--- config.mk ---
export PLATFORM = sky130hd
export DESIGN_NAME = list_move_to_front_back_reverse
export DESIGN_NICKNAME = d
export VERILOG_FILES = /design/src/hw/rtl/lmtf_pkg.sv /design/src/hw/rtl/list_move_to_front_back_reverse.sv
export SDC_FILE = /design/constraint.sdc
export NUM_CORES = 2
export LEC_CHECK = 0
export BUFFER_PORTS_ARGS = -buffer_cell sky130_fd_sc_hd__buf_2
export CORE_ASPECT_RATIO = 0.7
export CORE_MARGIN = 1
export CORE_UTILIZATION = 35
export CTS_CLUSTER_DIAMETER = 150
export DETAILED_ROUTE_END_ITERATION = 10
export GPL_ROUTABILITY_DRIVEN = 0
export HOLD_SLACK_MARGIN = 0.05
export PLACE_DENSITY_LB_ADDON = 0.08
export SYNTH_ARGS = -nofsm -noshare
export SYNTH_HDL_FRONTEND = slang
export SYNTH_SLANG_ARGS = --single-unit
--- constraint.sdc ---
create_clock -name clk -period 16.5 [get_ports clk]
set_clock_uncertainty 0.1 [all_clocks]
set_input_delay 0.825 -clock clk [delete_from_list [all_inputs] [get_ports clk]]
set_output_delay 0.825 -clock clk [all_outputs]
set_load 0.01 [all_outputs]
--- src/hw/rtl/lmtf_pkg.sv ---
// Shared operation and status codes for the move-to-front list.
`timescale 1ns / 1ps
`default_nettype none
package lmtf_pkg;

	localparam int unsigned OP_W   = 3;
	localparam int unsigned STAT_W = 2;
	localparam int unsigned DATA_W = 32;

	localparam logic [OP_W-1:0] OP_APPEND  = 3'd0;
	localparam logic [OP_W-1:0] OP_FRONT   = 3'd1;
	localparam logic [OP_W-1:0] OP_BACK    = 3'd2;
	localparam logic [OP_W-1:0] OP_REVERSE = 3'd3;
	localparam logic [OP_W-1:0] OP_READ    = 3'd4;

	localparam logic [STAT_W-1:0] ST_OK        = 2'd0;
	localparam logic [STAT_W-1:0] ST_NOT_FOUND = 2'd1;
	localparam logic [STAT_W-1:0] ST_FULL      = 2'd2;
	localparam logic [STAT_W-1:0] ST_EMPTY     = 2'd3;

endpackage
`default_nettype wire

--- src/hw/rtl/list_move_to_front_back_reverse.sv ---
// Append, unknown and empty requests pass through the done state to one registered result.
// Move to front/back: the search reads entries in order until a hit; the entries between
// the hit and the front or back move one place and the value is written there; a miss
// reads all entries. Reverse swaps entry pairs from both ends toward the middle.
// Throughput is set by the single read and single write port of the entry memory.
// Reset clears the entry count and all control; memory contents are not reset.
`timescale 1ns / 1ps
`default_nettype none
module list_move_to_front_back_reverse #(
	parameter int unsigned DEPTH = 64
) (
	input  wire                                  clk,
	input  wire                                  arst_n,
	input  wire                                  in_valid,
	output logic                                 in_ready,
	input  wire  [lmtf_pkg::OP_W-1:0]            operation,
	input  wire  signed [lmtf_pkg::DATA_W-1:0]   value,
	output logic                                 out_valid,
	input  wire                                  out_ready,
	output logic signed [lmtf_pkg::DATA_W-1:0]   element,
	output logic [lmtf_pkg::STAT_W-1:0]          status,
	output logic                                 last
);
	import lmtf_pkg::*;

	localparam int unsigned AW = $clog2(DEPTH);
	localparam int unsigned CW = $clog2(DEPTH + 1);

	typedef enum logic [12:0] {
		S_IDLE     = 13'b0000000000001,
		S_SRCH     = 13'b0000000000010,
		S_FR_PRIME = 13'b0000000000100,
		S_FR_MOVE  = 13'b0000000001000,
		S_BK_PRIME = 13'b0000000010000,
		S_BK_MOVE  = 13'b0000000100000,
		S_WR_HELD  = 13'b0000001000000,
		S_RV_RD_LO = 13'b0000010000000,
		S_RV_RD_HI = 13'b0000100000000,
		S_RV_WR_LO = 13'b0001000000000,
		S_RV_WR_HI = 13'b0010000000000,
		S_RO       = 13'b0100000000000,
		S_DONE     = 13'b1000000000000
	} state_t;

	state_t              state_q, state_d;
	logic [CW-1:0]       count_q, count_d;
	logic [AW-1:0]       idx_q, idx_d;
	logic [AW-1:0]       hi_q, hi_d;
	logic [DATA_W-1:0]   value_q, value_d;
	logic [DATA_W-1:0]   tmp_q, tmp_d;
	logic                back_q, back_d;
	logic [STAT_W-1:0]   pend_q, pend_d;
	logic                chk_s1, chk_d;
	logic [AW-1:0]       chk_idx_s1, chk_idx_d;

	logic [DATA_W-1:0]   mem [DEPTH];
	logic [DATA_W-1:0]   rdata_q;
	logic [AW-1:0]       rd_addr;
	logic                wr_en;
	logic [AW-1:0]       wr_addr;
	logic [DATA_W-1:0]   wr_data;

	logic                out_valid_q;
	logic [DATA_W-1:0]   element_q;
	logic [STAT_W-1:0]   status_q;
	logic                last_q;
	logic                out_load;
	logic [DATA_W-1:0]   elem_d;
	logic [STAT_W-1:0]   stat_d;
	logic                last_d;

	logic                slot_free;
	logic [AW-1:0]       last_idx;

	assign slot_free = !out_valid_q || out_ready;
	assign last_idx  = AW'(count_q - CW'(1));
	assign in_ready  = (state_q == S_IDLE);
	assign out_valid = out_valid_q;
	assign element   = element_q;
	assign status    = status_q;
	assign last      = last_q;

	always_ff @(posedge clk) begin
		if (wr_en) begin
			mem[wr_addr] <= wr_data;
		end
		rdata_q <= mem[rd_addr];
	end

	always_comb begin
		state_d   = state_q;
		count_d   = count_q;
		idx_d     = idx_q;
		hi_d      = hi_q;
		value_d   = value_q;
		tmp_d     = tmp_q;
		back_d    = back_q;
		pend_d    = pend_q;
		chk_d     = 1'b0;
		chk_idx_d = chk_idx_s1;
		rd_addr   = idx_q;
		wr_en     = 1'b0;
		wr_addr   = idx_q;
		wr_data   = value_q;
		out_load  = 1'b0;
		elem_d    = '0;
		stat_d    = ST_OK;
		last_d    = 1'b1;
		unique case (state_q)
			S_IDLE: begin
				rd_addr = '0;
				if (in_valid) begin
					value_d = value;
					back_d  = (operation == OP_BACK);
					idx_d   = '0;
					state_d = S_DONE;
					pend_d  = ST_OK;
					case (operation)
						OP_APPEND: begin
							if (count_q == CW'(DEPTH)) begin
								pend_d = ST_FULL;
							end else begin
								wr_en   = 1'b1;
								wr_addr = count_q[AW-1:0];
								wr_data = value;
								count_d = count_q + CW'(1);
							end
						end
						OP_FRONT, OP_BACK: begin
							if (count_q == '0) begin
								pend_d = ST_NOT_FOUND;
							end else begin
								state_d = S_SRCH;
							end
						end
						OP_REVERSE: begin
							if (count_q == '0) begin
								pend_d = ST_EMPTY;
							end else if (count_q != CW'(1)) begin
								hi_d    = last_idx;
								state_d = S_RV_RD_LO;
							end
						end
						OP_READ: begin
							if (count_q == '0) begin
								pend_d = ST_EMPTY;
							end else begin
								state_d = S_RO;
							end
						end
						default: begin
							pend_d = ST_OK;
						end
					endcase
				end
			end
			S_SRCH: begin
				if (chk_s1 && rdata_q == value_q) begin
					idx_d = chk_idx_s1;
					if (back_q) begin
						state_d = (chk_idx_s1 == last_idx) ? S_WR_HELD : S_BK_PRIME;
					end else begin
						state_d = (chk_idx_s1 == '0) ? S_WR_HELD : S_FR_PRIME;
					end
				end else if (chk_s1 && chk_idx_s1 == last_idx) begin
					pend_d  = ST_NOT_FOUND;
					state_d = S_DONE;
				end else if (CW'(idx_q) < count_q) begin
					rd_addr   = idx_q;
					chk_d     = 1'b1;
					chk_idx_d = idx_q;
					idx_d     = idx_q + AW'(1);
				end
			end
			S_FR_PRIME: begin
				rd_addr = idx_q - AW'(1);
				state_d = S_FR_MOVE;
			end
			S_FR_MOVE: begin
				wr_en   = 1'b1;
				wr_data = rdata_q;
				if (idx_q == AW'(1)) begin
					idx_d   = '0;
					state_d = S_WR_HELD;
				end else begin
					rd_addr = idx_q - AW'(2);
					idx_d   = idx_q - AW'(1);
				end
			end
			S_BK_PRIME: begin
				rd_addr = idx_q + AW'(1);
				state_d = S_BK_MOVE;
			end
			S_BK_MOVE: begin
				wr_en   = 1'b1;
				wr_data = rdata_q;
				if (idx_q + AW'(1) == last_idx) begin
					idx_d   = last_idx;
					state_d = S_WR_HELD;
				end else begin
					rd_addr = idx_q + AW'(2);
					idx_d   = idx_q + AW'(1);
				end
			end
			S_WR_HELD: begin
				wr_en   = 1'b1;
				pend_d  = ST_OK;
				state_d = S_DONE;
			end
			S_RV_RD_LO: begin
				rd_addr = idx_q;
				state_d = S_RV_RD_HI;
			end
			S_RV_RD_HI: begin
				rd_addr = hi_q;
				tmp_d   = rdata_q;
				state_d = S_RV_WR_LO;
			end
			S_RV_WR_LO: begin
				wr_en   = 1'b1;
				wr_data = rdata_q;
				state_d = S_RV_WR_HI;
			end
			S_RV_WR_HI: begin
				wr_en   = 1'b1;
				wr_addr = hi_q;
				wr_data = tmp_q;
				idx_d   = idx_q + AW'(1);
				hi_d    = hi_q - AW'(1);
				if ((idx_q + AW'(1)) < (hi_q - AW'(1))) begin
					state_d = S_RV_RD_LO;
				end else begin
					pend_d  = ST_OK;
					state_d = S_DONE;
				end
			end
			S_RO: begin
				if (slot_free) begin
					out_load = 1'b1;
					elem_d   = rdata_q;
					last_d   = (idx_q == last_idx);
					if (idx_q == last_idx) begin
						state_d = S_IDLE;
					end else begin
						rd_addr = idx_q + AW'(1);
						idx_d   = idx_q + AW'(1);
					end
				end
			end
			S_DONE: begin
				if (slot_free) begin
					out_load = 1'b1;
					stat_d   = pend_q;
					state_d  = S_IDLE;
				end
			end
			default: begin
				state_d = S_IDLE;
			end
		endcase
	end

	always_ff @(posedge clk or negedge arst_n) begin
		if (!arst_n) begin
			state_q     <= S_IDLE;
			count_q     <= '0;
			idx_q       <= '0;
			hi_q        <= '0;
			back_q      <= 1'b0;
			pend_q      <= ST_OK;
			chk_s1      <= 1'b0;
			out_valid_q <= 1'b0;
		end else begin
			state_q <= state_d;
			count_q <= count_d;
			idx_q   <= idx_d;
			hi_q    <= hi_d;
			back_q  <= back_d;
			pend_q  <= pend_d;
			chk_s1  <= chk_d;
			if (out_load) begin
				out_valid_q <= 1'b1;
			end else if (out_ready) begin
				out_valid_q <= 1'b0;
			end
		end
	end

	always_ff @(posedge clk) begin
		value_q    <= value_d;
		tmp_q      <= tmp_d;
		chk_idx_s1 <= chk_idx_d;
		if (out_load) begin
			element_q <= elem_d;
			status_q  <= stat_d;
			last_q    <= last_d;
		end
	end

endmodule
`default_nettype wire

==> run summary <==
The run finished with clean final reports. Setup violations remaining at the end of the flow were counted as 0. The number of hold buffers added after CTS came out at 25. The post-route minimum period is 8.353 ns.

The sort of element at the start of the critical path is a register. The core area is 0.2558 mm². TritonCTS built the clock tree. In this run, the number of DRC markers left after iteration 0 of detailed routing was 6,837. The worst setup path is captured at a register. The power share of the combinational group is 0.210. After clock tree synthesis, the setup repair step added 0 buffers. The cell area after layout is 0.1019 mm². The data arrival time of the worst path came out at 9.07 ns. The max-slew violation total from the final report is 0.

The number of rows in the core area is 155. The per-cell via count in the routed design came out at ~5.5. The part of the power in registers came out at 0.467. The die footprint is 0.2604 mm². The capture instance of the worst register-to-register path is rdata_q[16]$_DFF_P_. The count of yosys warnings during synthesis came out at 0. Counting instances, the worst hold path has a depth of 1. The detailed-routing iteration count for the pre-antenna-repair pass came out at 6. The total buffers and inverters traversed by the critical path came out at 4. The overall power of the completed layout is about 15 mW.

Counting flops with an async set or reset pin after synthesis yields a share of 0.01665. The area share of the leading cell type in the synthesized netlist came out at 0.7149. The post-synthesis instance area is 0.09043 mm².

The starting density of the core is 0.3535. In this run the static leakage power is 34.32 nW. The maximum level of the CTS H-tree came out at 4.

The worst hold path begins at value[6]. The library cells used most frequently in the layout, excluding fill and tap cells, are 2,153 x sky130_fd_sc_hd__edfxtp_1, 2,021 x sky130_fd_sc_hd__nand2_1, 827 x sky130_fd_sc_hd__nand3_1. Summed over all nets, the half-perimeter wirelength after detailed placement is between 150,000 and 200,000 µm. Of all nets on the critical path, the largest fanout is 60. Counting stages on the worst path, the most repeated cell is sky130_fd_sc_hd__buf_4.

The cell with the biggest individual delay on the critical path is sky130_fd_sc_hd__a2111oi_1. The worst hold path belongs to the class in2reg. The peak ir drop on the vdd network is 120.7 µV.

After detailed routing, the total wire length is between 300,000 and 400,000 µm. The maximum cell stage delay along the critical path is roughly 1.1 ns. The clock-pin slew reported for the worst setup and hold paths after clock tree synthesis is 0.07 ns.

The family of cells with the greatest summed delay on the critical path is simple AND/OR/NAND/NOR gates. The number of buffers between clock root and the deepest sink came out at 4. The post-cts resize count is 0. The final hold slack came out at 0.1142 ns.

The routed layout has 58,690 vias. The post-synthesis net count is 7,090. The clock latency reported for the late side of the worst-skew pair came out at about 0.9 ns.

The worst endpoint required time is 17.22 ns. The clock net sink count is 2,222. The final sum of negative setup slack is 0 ns. The number of synthesized flops with an enable pin is between 2,000 and 2,500. The number of global-route vias before repair came out at about 54,000. After synthesis, the mean cell area works out to 12.86 µm².

The clock network power share is 0.323. The die outline height came out at roughly 430 µm. In the routed design, unresolved DRC markers number 0. The wire length of the first global-routing pass came out at roughly 440,000 µm. The reported net switching power is 4.814 mW. In this run the critical register-to-register path is launched from state_q[3]$_DFFE_PN0P_.

The distinct cell type count of the synthesized netlist is 91. The average routed wire per standard cell is 29.54 µm. For this run, the share of the core covered by cells in the final layout is 0.3985. For this run, the leading register cell type out of synthesis is sky130_fd_sc_hd__edfxtp_1. The fmax is 119.7 MHz.

Setup repair after global routing left no endpoint under its margin. The power density normalized to cell area is 146.4 mW/mm². The post-placement cell area came out at 0.09505 mm². The number of buffers added by the clock tree synthesis step came out at 223. For hold timing, the worst endpoint is value_q[6]$_DFFE_PP_. The worst reg-to-reg path cell count came out at 15. The initial antenna violation count came out at 28.

Max-cap violations in this run came to 0. The sequential area share after synthesis is 0.7323. The quantity of I/O buffers inserted on ports came out at 75. The largest area contributor in the netlist is sky130_fd_sc_hd__edfxtp_1. The post-route fraction of the period consumed by the critical path is 0.5062. Walking the worst path, the cells encountered are or4_1 -> or4_4 -> nor3_4 -> a21boi_2 -> o22a_4 -> buf_4 -> buf_4 -> buf_4 -> nand2_1 -> and3_1 -> a311oi_1 -> a311oi_1 -> a2111oi_1 -> buf_4 -> and4_1. The worst-margin pin slew came out at 1.318 ns. The cell count after synthesis came out at 7,030. Leaving out fill and tap cells, the most frequent cell in the layout is sky130_fd_sc_hd__edfxtp_1. The worst register-to-register path has a setup slack of between 8 and 9 ns. The count of antenna-violating nets left after detailed routing came out at 0. In this run the tightest slew margin relative to its limit is 0.1189. Of the cells placed in the final design, the portion with a size suffix greater than 1 is 0.09760. The flip-flop and latch count after synthesis is approximately 2,200. The overflow left after global routing is 0. The combined global-route utilization of all metal layers came out at 0.2360. The switching share of power came out at 0.3226. The largest net degree at the start of global routing came out at 141. The internal power component came out at 10.11 mW. Sorting the synthesized cells by area gives the leading types as sky130_fd_sc_hd__edfxtp_1 71%, sky130_fd_sc_hd__nand2_1 8.5%, sky130_fd_sc_hd__nand3_1 4.6%, sky130_fd_sc_hd__buf_2 1.2%, sky130_fd_sc_hd__and3_1 1.2%.

Clock tree synthesis selected as its root buffer the cell sky130_fd_sc_hd__clkbuf_16. In this run the horizontal extent of the chip is 609.5 µm. The number of nets in the finished design came out at 7,138.

The area growth from synthesis to layout is 12.74%. The final hold violation count is 0. The number of I/O pins came out at 76. The worst setup path is of the reg2reg kind.
stage by stage:
| step | setup slack [ns] | instances |
|---|---|---|
| after global routing | 7.760 | 10630 |
| after global placement | 8.127 | 10200 |
| after floorplan | 10.74 | 7030 |
| after detailed placement | 8.051 | 10200 |
| after CTS | 8.057 | 10630 |
| final | 8.147 | 10630 |
layer usage:
layer	vias to the layer above	share of wire	global-route usage	routed length [µm]
met5	-	0.00033	0	105
met4	16	0.027	0.05965	8371
met3	419	0.083	0.05226	26090
met2	2164	0.42	0.3362	131000
met1	30020	0.47	0.3608	148500
li1	26070	-	-	-
how the worst max path moves through the flow:
stage	start	to	depth (start not counted)
finish	state_q[3]$_DFFE_PN0P_	rdata_q[16]$_DFF_P_	15
global route	state_q[3]$_DFFE_PN0P_	rdata_q[0]$_DFF_P_	14
CTS	state_q[3]$_DFFE_PN0P_	rdata_q[16]$_DFF_P_	15
detailed placement	state_q[3]$_DFFE_PN0P_	rdata_q[16]$_DFF_P_	15
global placement	state_q[3]$_DFFE_PN0P_	rdata_q[16]$_DFF_P_	15
floorplan	state_q[3]$_DFFE_PN0P_	rdata_q[13]$_DFF_P_	15
worst reg2reg max path: stages, from the launching register on:
cell	delay [ns]
sky130_fd_sc_hd__dfrtp_1	0.50
sky130_fd_sc_hd__or4_1	0.65
sky130_fd_sc_hd__or4_4	0.54
sky130_fd_sc_hd__nor3_4	1.04
sky130_fd_sc_hd__a21boi_2	0.42
sky130_fd_sc_hd__o22a_4	0.68
sky130_fd_sc_hd__buf_4	0.76
sky130_fd_sc_hd__buf_4	0.75
sky130_fd_sc_hd__buf_4	0.71
sky130_fd_sc_hd__nand2_1	0.11
sky130_fd_sc_hd__and3_1	0.19
sky130_fd_sc_hd__a311oi_1	0.24
sky130_fd_sc_hd__a311oi_1	0.14
sky130_fd_sc_hd__a2111oi_1	1.06
sky130_fd_sc_hd__buf_4	0.25
sky130_fd_sc_hd__and4_1	0.16
sequential cells by signal (all words and copies together), names as in the netlist, 2 cells and up:
name and flops:
status 2, tmp_q 32, state_q 13, rdata_q 32, chk_idx_s1 6, mem 2048, value_q 32, pend_q 2
hi_q 6, count_q 7, idx_q 6, element 32
power by group through the flow:
stage / Sequential (mW) / Clock [mW] / Combinational (mW)
detailed placement: 7.07 / 0 / 3.15
finish: 6.96 / 4.82 / 3.14
global route: 6.97 / 5.13 / 3.42
CTS: 6.96 / 4.92 / 3.16
global placement: 7.07 / 0 / 3.14
floorplan: 6.90 / 0 / 2.00
cells by family after synthesis:
| kind of cell | synth area share |
|---|---|
| XOR/XNOR | 0.009021 |
| adder cells (fa/ha/maj) | 0.002906 |
| flip-flops | 0.7323 |
| buffers and inverters | 0.02484 |
| AND/OR/NAND/NOR | 0.1702 |
| AO/OA/AOI/OAI | 0.05523 |
| multiplexers | 0.005507 |
synth_stat cells (24+ instances only):
| master | n |
|---|---|
| sky130_fd_sc_hd__dfrtp_1 | 36 |
| sky130_fd_sc_hd__dfxtp_1 | 32 |
| sky130_fd_sc_hd__clkbuf_1 | 145 |
| sky130_fd_sc_hd__nor4_1 | 25 |
| sky130_fd_sc_hd__and2_1 | 39 |
| sky130_fd_sc_hd__buf_2 | 220 |
| sky130_fd_sc_hd__o22ai_1 | 47 |
| sky130_fd_sc_hd__mux2i_1 | 43 |
| sky130_fd_sc_hd__nand2_1 | 2046 |
| sky130_fd_sc_hd__a31oi_1 | 155 |
| sky130_fd_sc_hd__a21oi_1 | 146 |
| sky130_fd_sc_hd__nand4_1 | 24 |
| sky130_fd_sc_hd__a311oi_1 | 96 |
| sky130_fd_sc_hd__inv_1 | 26 |
| sky130_fd_sc_hd__nor3_1 | 75 |
| sky130_fd_sc_hd__and3_1 | 168 |
| sky130_fd_sc_hd__xnor2_1 | 64 |
| sky130_fd_sc_hd__edfxtp_1 | 2153 |
| sky130_fd_sc_hd__nor2_1 | 118 |
| sky130_fd_sc_hd__buf_1 | 73 |
| sky130_fd_sc_hd__a222oi_1 | 25 |
| sky130_fd_sc_hd__nand3_1 | 829 |
| sky130_fd_sc_hd__o21ai_0 | 50 |
layout make-up:
type,instances,area [µm²]
multi-input cells,4318,22630
flip-flops and latches,2222,66220
clock inverters,100,629.4
fillers,23970,153900
inverters,26,97.59
repair buffers,287,2130
clock buffers,301,6005
diodes,4,10.01
well taps,3375,4223
Power figures use the tool's default switching activity.
